File: config.mk
export PLATFORM = sky130hd
export DESIGN_NAME = primality_test_64
export DESIGN_NICKNAME = d
export VERILOG_FILES = /design/src/hw/rtl/pt64_pkg.sv /design/src/hw/rtl/primality_test_64.sv
export SDC_FILE = /design/constraint.sdc
export NUM_CORES = 2
export LEC_CHECK = 0
export BUFFER_PORTS_ARGS = -buffer_cell sky130_fd_sc_hd__buf_2
export CAP_MARGIN = 20
export CORE_ASPECT_RATIO = 0.9
export CORE_MARGIN = 2
export CORE_UTILIZATION = 49
export CTS_CLUSTER_DIAMETER = 120
export CTS_CLUSTER_SIZE = 20
export DETAILED_ROUTE_END_ITERATION = 10
export PLACE_DENSITY = 0.75
export SLEW_MARGIN = 15
export SYNTH_ARGS = -nofsm -noshare
export SYNTH_HDL_FRONTEND = slang
export SYNTH_SLANG_ARGS = --single-unit
export TNS_END_PERCENT = 50
File: constraint.sdc
create_clock -name i_clk -period 13.9 [get_ports i_clk]
set_input_delay 3.475 -clock i_clk [delete_from_list [all_inputs] [get_ports i_clk]]
set_output_delay 3.475 -clock i_clk [all_outputs]
set_load 0.01 [all_outputs]
File: src/hw/rtl/pt64_pkg.sv
package pt64_pkg;

    localparam int BASE_WIDTH = 6;
    localparam int BASE_COUNT = 12;
    localparam int BASE_IDX_WIDTH = 4;

    typedef logic [BASE_WIDTH-1:0]     t_base;
    typedef logic [BASE_IDX_WIDTH-1:0] t_base_idx;

    localparam t_base WITNESS_TABLE [BASE_COUNT] = '{
        6'd2, 6'd3, 6'd5, 6'd7, 6'd11, 6'd13,
        6'd17, 6'd19, 6'd23, 6'd29, 6'd31, 6'd37
    };

endpackage

File: src/hw/rtl/primality_test_64.sv
// Deterministic Miller-Rabin primality test for one unsigned candidate.
// The input channel (i_in_valid / o_in_ready) takes one request holding
// i_candidate_value; only its low VALUE_WIDTH bits are tested. The output
// channel (o_out_valid / i_out_ready) returns one request per input with
// o_is_prime set when the candidate is prime.
// The block works on one candidate at a time. Every modular product is made
// by add-and-double, one modular add per cycle. A base costs up to
// 2*(bits of d) + s - 1 products for an odd candidate, at most 126 for a
// 64-bit one; most composites stop after the first base and values below two
// go straight to the finish state. Splitting n-1 shifts out one trailing zero
// per step, and reducing a small base below n subtracts n once per step.
// The result sits in an output register; the block accepts the next
// candidate while it waits, and a second finished result holds in the
// finish state until the receiver takes the first one, so a stalled
// receiver stops the block without losing anything.
// Reset (synchronous, active low) returns the controller to idle and drops
// any pending output request.
module primality_test_64 #(
    parameter int VALUE_WIDTH   = 64,
    parameter int WITNESS_COUNT = 12
) (
    input  logic        i_clk,
    input  logic        i_rst_n,
    input  logic        i_in_valid,
    output logic        o_in_ready,
    input  logic [63:0] i_candidate_value,
    output logic        o_out_valid,
    input  logic        i_out_ready,
    output logic        o_is_prime
);

    localparam int W  = VALUE_WIDTH;
    localparam int CW = $clog2(W);

    localparam logic [3:0] S_IDLE  = 4'd0;
    localparam logic [3:0] S_SPLIT = 4'd1;
    localparam logic [3:0] S_WIT   = 4'd2;
    localparam logic [3:0] S_RED   = 4'd3;
    localparam logic [3:0] S_POW   = 4'd4;
    localparam logic [3:0] S_MUL   = 4'd5;
    localparam logic [3:0] S_POWA  = 4'd6;
    localparam logic [3:0] S_POWB  = 4'd7;
    localparam logic [3:0] S_CHK   = 4'd8;
    localparam logic [3:0] S_SQ    = 4'd9;
    localparam logic [3:0] S_SQD   = 4'd10;
    localparam logic [3:0] S_NEXT  = 4'd11;
    localparam logic [3:0] S_FIN   = 4'd12;

    localparam pt64_pkg::t_base_idx LAST_IDX = pt64_pkg::t_base_idx'(WITNESS_COUNT - 1);
    localparam logic [W-1:0] ONE = {{(W-1){1'b0}}, 1'b1};

    logic [3:0]   r_state, n_state;
    logic [3:0]   r_ret, n_ret;
    logic [W-1:0] r_n, n_n;
    logic [W-1:0] r_nm1, n_nm1;
    logic [W-1:0] r_d, n_d;
    logic [CW-1:0] r_s, n_s;
    logic [CW-1:0] r_r, n_r;
    logic [W-1:0] r_e, n_e;
    logic [W-1:0] r_acc, n_acc;
    logic [W-1:0] r_b, n_b;
    logic [W-1:0] r_mx, n_mx;
    logic [W-1:0] r_my, n_my;
    logic [W-1:0] r_mp, n_mp;
    logic [CW-1:0] r_cnt, n_cnt;
    logic         r_sub, n_sub;
    pt64_pkg::t_base_idx r_idx, n_idx;
    logic         r_res, n_res;
    logic         r_ovalid, n_ovalid;
    logic         r_oprime, n_oprime;

    logic [W-1:0] w_cand;
    logic [W-1:0] w_base;
    logic [W-1:0] w_addend;
    logic [W:0]   w_sum;
    logic [W:0]   w_red;
    logic [W-1:0] w_madd;

    assign w_cand   = i_candidate_value[W-1:0];
    assign w_base   = {{(W-pt64_pkg::BASE_WIDTH){1'b0}}, pt64_pkg::WITNESS_TABLE[r_idx]};
    // One modular add per cycle: a double when r_sub is low, else add the multiplicand.
    assign w_addend = r_sub ? r_mx : r_mp;
    assign w_sum    = {1'b0, r_mp} + {1'b0, w_addend};
    assign w_red    = w_sum - {1'b0, r_n};
    assign w_madd   = (w_sum >= {1'b0, r_n}) ? w_red[W-1:0] : w_sum[W-1:0];

    assign o_in_ready  = (r_state == S_IDLE);
    assign o_out_valid = r_ovalid;
    assign o_is_prime  = r_oprime;

    always_comb begin
        n_state  = r_state;
        n_ret    = r_ret;
        n_n      = r_n;
        n_nm1    = r_nm1;
        n_d      = r_d;
        n_s      = r_s;
        n_r      = r_r;
        n_e      = r_e;
        n_acc    = r_acc;
        n_b      = r_b;
        n_mx     = r_mx;
        n_my     = r_my;
        n_mp     = r_mp;
        n_cnt    = r_cnt;
        n_sub    = r_sub;
        n_idx    = r_idx;
        n_res    = r_res;
        n_ovalid = r_ovalid;
        n_oprime = r_oprime;
        if (r_ovalid && i_out_ready) begin
            n_ovalid = 1'b0;
        end
        case (r_state)
            S_IDLE: begin
                if (i_in_valid) begin
                    n_n   = w_cand;
                    n_nm1 = w_cand - ONE;
                    n_d   = w_cand - ONE;
                    n_s   = '0;
                    n_idx = '0;
                    if (w_cand < 2) begin
                        n_res   = 1'b0;
                        n_state = S_FIN;
                    end else begin
                        n_state = S_SPLIT;
                    end
                end
            end
            S_SPLIT: begin
                if (r_d[0]) begin
                    n_state = S_WIT;
                end else begin
                    n_d = r_d >> 1;
                    n_s = r_s + 1'b1;
                end
            end
            S_WIT: begin
                if (r_n == w_base) begin
                    n_res   = 1'b1;
                    n_state = S_FIN;
                end else begin
                    n_b     = w_base;
                    n_acc   = ONE;
                    n_e     = r_d;
                    n_state = S_RED;
                end
            end
            S_RED: begin
                if (r_b >= r_n) begin
                    n_b = r_b - r_n;
                end else begin
                    n_state = S_POW;
                end
            end
            S_POW: begin
                if (r_e == '0) begin
                    n_state = S_CHK;
                end else if (r_e[0]) begin
                    n_mx    = r_acc;
                    n_my    = r_b;
                    n_mp    = '0;
                    n_cnt   = CW'(W - 1);
                    n_sub   = 1'b0;
                    n_ret   = S_POWA;
                    n_state = S_MUL;
                end else begin
                    n_mx    = r_b;
                    n_my    = r_b;
                    n_mp    = '0;
                    n_cnt   = CW'(W - 1);
                    n_sub   = 1'b0;
                    n_ret   = S_POWB;
                    n_state = S_MUL;
                end
            end
            S_MUL: begin
                n_mp = w_madd;
                if (!r_sub && r_my[W-1]) begin
                    n_sub = 1'b1;
                end else begin
                    n_sub = 1'b0;
                    n_my  = r_my << 1;
                    n_cnt = r_cnt - 1'b1;
                    if (r_cnt == '0) begin
                        n_state = r_ret;
                    end
                end
            end
            S_POWA: begin
                n_acc   = r_mp;
                n_mx    = r_b;
                n_my    = r_b;
                n_mp    = '0;
                n_cnt   = CW'(W - 1);
                n_sub   = 1'b0;
                n_ret   = S_POWB;
                n_state = S_MUL;
            end
            S_POWB: begin
                n_b     = r_mp;
                n_e     = r_e >> 1;
                n_state = S_POW;
            end
            S_CHK: begin
                if (r_acc == ONE || r_acc == r_nm1) begin
                    n_state = S_NEXT;
                end else begin
                    n_r     = CW'(1);
                    n_state = S_SQ;
                end
            end
            S_SQ: begin
                if (r_r < r_s) begin
                    n_mx    = r_acc;
                    n_my    = r_acc;
                    n_mp    = '0;
                    n_cnt   = CW'(W - 1);
                    n_sub   = 1'b0;
                    n_ret   = S_SQD;
                    n_state = S_MUL;
                end else begin
                    n_res   = 1'b0;
                    n_state = S_FIN;
                end
            end
            S_SQD: begin
                n_acc = r_mp;
                if (r_mp == r_nm1) begin
                    n_state = S_NEXT;
                end else begin
                    n_r     = r_r + 1'b1;
                    n_state = S_SQ;
                end
            end
            S_NEXT: begin
                if (r_idx == LAST_IDX) begin
                    n_res   = 1'b1;
                    n_state = S_FIN;
                end else begin
                    n_idx   = r_idx + 1'b1;
                    n_state = S_WIT;
                end
            end
            S_FIN: begin
                if (!r_ovalid || i_out_ready) begin
                    n_ovalid = 1'b1;
                    n_oprime = r_res;
                    n_state  = S_IDLE;
                end
            end
            default: begin
                n_state = S_IDLE;
            end
        endcase
    end

    always_ff @(posedge i_clk) begin
        if (!i_rst_n) begin
            r_state  <= S_IDLE;
            r_ovalid <= 1'b0;
        end else begin
            r_state  <= n_state;
            r_ovalid <= n_ovalid;
        end
        r_ret    <= n_ret;
        r_n      <= n_n;
        r_nm1    <= n_nm1;
        r_d      <= n_d;
        r_s      <= n_s;
        r_r      <= n_r;
        r_e      <= n_e;
        r_acc    <= n_acc;
        r_b      <= n_b;
        r_mx     <= n_mx;
        r_my     <= n_my;
        r_mp     <= n_mp;
        r_cnt    <= n_cnt;
        r_sub    <= n_sub;
        r_idx    <= n_idx;
        r_res    <= n_res;
        r_oprime <= n_oprime;
    end

    a_mul_reduced: assert property (@(posedge i_clk) disable iff (!i_rst_n)
        (r_state == S_MUL) |-> (r_mp < r_n && r_mx < r_n))
        else $error("modular accumulator left the residue range");

    a_accept_next: assert property (@(posedge i_clk) disable iff (!i_rst_n)
        (i_in_valid && o_in_ready) |=> (r_state == S_SPLIT || r_state == S_FIN))
        else $error("accepted request did not start a test");

    a_fin_loads: assert property (@(posedge i_clk) disable iff (!i_rst_n)
        (r_state == S_FIN && (!r_ovalid || i_out_ready)) |=> (r_ovalid && r_oprime == $past(r_res)))
        else $error("finished result was not presented");

    a_idx_range: assert property (@(posedge i_clk) disable iff (!i_rst_n)
        (r_state == S_WIT) |-> (r_idx <= LAST_IDX))
        else $error("witness index past the last base");

endmodule
==> reports/metrics.yaml <==
ys.flop_type: "edfxtp_1"
place.detailed.hpwl_microns: 111000
hp-class: "flip-flop to flip-flop"
drcViolationCount: 0
fp.dieH_microns: 275
crit_slowest_cell: "buf_4"
synth_area_leaders: "edfxtp_1 (45%), ha_1 (6.4%), nand2_1 (5.4%), xor2_1 (4.4%), xnor2_1 (3.8%)"
coreArea_sq_um: 81000
routabilityCongestion: 1.06
overflow: 0
yosysWarnings: 0
nets: 4296
setup_violations: 0
synth_nets: 4340
async_flop_share_pct: 0
synth_common_cells: "edfxtp_1 (604), nand2_1 (579), nor2_1 (323)"
synth_top_cell_by_area: "edfxtp_1"
syn_to_final_growth_pct: 5.85
yosys.area.top_type_share_pct: 45.3
synth_cell_types: 97
p_total_mw: 10.8
rows: 99
synth-edff-count: 604
drv_cap: 0
clock_sinks: 609
ys_seq_area_share_pct: 45.5
p_leak_nw: 16.2
tightest_slew_ns: 1.19
grt_usage_pct: 33.8
die_area_sq_um: 84100
crit_arrival_ns: 8.79
post_drt_wl_per_cell_microns: 28.4
numCtsBuffers: 36
first_pass_iters: 8
slew_headroom_pct: 20.4
synthCells: 4063
report.final.slew_viol_count: 0
ys_seq_elements: 609
cpLargestDelayFamily: "compound AO/OA/AOI/OAI gates"
period_needed_ns: 8.32
top_layer_used: "met5"
fp.dieW_microns: 305
viasPerCell: 6.53
finalCritPeriodShare_pct: 59.8
cp_data_required_time_ns: 14.38
critical_path_class: "flip-flop to flip-flop"
grt_pass1_wl_microns: 209000
wl_met3_microns: 18800
max_clock_freq_mhz: 120
syn_avg_cell_area_sq_um: 9.86
io_pins: 71
cp-start-kind: "flip-flop"
drive_gt1_share_pct: 8.41
clk_latency_ns: 0.63
hold_violations: 0
antenna_found_initial: 5
path_max_fanout: 62
skew_ns: 0.0330
grt_pass1_vias: 30600
initial_core_util_pct: 49.4
drt_iter0_markers: 4884
htreeDepth: 2
clk_pin_slew_ns: 0.10
post-cts-setup-buffer-count: 0
syn_area_sq_um: 40100
io_buffers: 70
vias: 33300
cp-end-kind: "flip-flop"
status: "finished clean"
cts_hold_buf: 0
clockBufferDepth: 3
p_per_area_nw_per_um2: 255
crit_buf_inv: 2
ir_drop_v: 0.000255
grt_max_degree: 85
rsz0062_at_grt: "false"
final.setup.tns_ns: 0
r2r_slack_ns: 5.58
critPathMaxStageDelay_ns: 0.78
wl_met2_microns: 59500
cts_tree: "done"
yosysMostFrequentCell: "edfxtp_1"
antenna_left: 0
ctsRootBufferMaster: "clkbuf_16"
cts_resized: 0
wl_met1_microns: 59700
routed_wl_microns: 145000
-- cells by family after synthesis --
family / after synthesis / share of synthesized area, %
AOI/OAI and AO/OA: 948 / 15.3
xor gates and xnor gates: 376 / 8.26
adders and majority gates: 209 / 6.58
buffers and inverters: 326 / 3.13
DFF: 609 / 45.5
muxes: 166 / 4.54
and+or+nand+nor: 1429 / 16.6
-- cell type report --
type                       instances  area, sq um
inverter                         146          551
multi-input combinational       3128        20700
fill                            7299        38600
tap                             1060         1330
clock inverter                     4         58.8
antenna                            1         2.50
clock buffer                      46          960
timing repair buffer              98          573
sequential                       609        18200
-- final timing paths --
check,startpoint,endpoint,cells past startpoint
max,r_sub$_SDFFCE_PN0P_,r_mp[62]$_SDFFCE_PN0P_,26
max reg2reg,r_sub$_SDFFCE_PN0P_,r_mp[62]$_SDFFCE_PN0P_,26
min,r_res$_DFFE_PP_,o_is_prime$_DFFE_PP_,0
min reg2reg,r_res$_DFFE_PP_,o_is_prime$_DFFE_PP_,0
-- cell usage in the layout, fill, tap and decap left out, types with 46 or more instances in the layout --
cell type,n
a21o_1,120
a21oi_1,288
a22oi_1,66
and2_1,87
buf_2,70
edfxtp_1,604
ha_1,206
inv_1,143
mux2_2,126
nand2_1,576
nand3_1,62
nand4_1,84
nor2_1,317
nor3_1,46
nor4_1,98
o21ai_0,180
xnor2_1,173
xor2_1,201
-- power breakdown --
group / total [mW] / internal (mW) / switching (mW)
registers: 3.28 / 2.76 / 0.521
clock network: 1.14 / 0.494 / 0.646
logic: 6.41 / 2.30 / 4.11
total: 10.8 / 5.55 / 5.28
-- metrics by stage --
stage / area (sq um) / utilization [%] / hold WS (ns) / worst slack [ns] / std cells
final: 42400 / 52.3 / 0.499 / 5.58 / 5092
after global routing: 42400 / 52.3 / 0.514 / 5.31 / 5091
after CTS: 42400 / 52.3 / 0.509 / 5.80 / 5090
after detailed placement: 41400 / 51.1 / 0.463 / 5.86 / 5040
after global placement: 41400 / 51.1 / 0.491 / 6.05 / 5040
after floorplan: 40100 / - / 0.400 / 6.98 / 4063
-- sequential cells by signal, indices dropped and copies added (netlist names), 3 cells and up --
| signal | count |
|---|---|
| r_acc | 64 |
| r_b | 64 |
| r_d | 64 |
| r_e | 64 |
| r_mp | 64 |
| r_mx | 64 |
| r_my | 64 |
| r_n | 64 |
| r_nm1 | 64 |
| r_cnt | 6 |
| r_r | 6 |
| r_s | 6 |
| r_idx | 4 |
| r_state | 4 |
| r_ret | 3 |
-- routing by layer --
layer	global-route usage, %	vias to the layer above
met5	0	-
met2	48.8	2114
met3	9.22	304
met4	13.7	2
li1	-	14800
met1	47.9	16100
No activity file was read; power rests on OpenSTA's default activity.
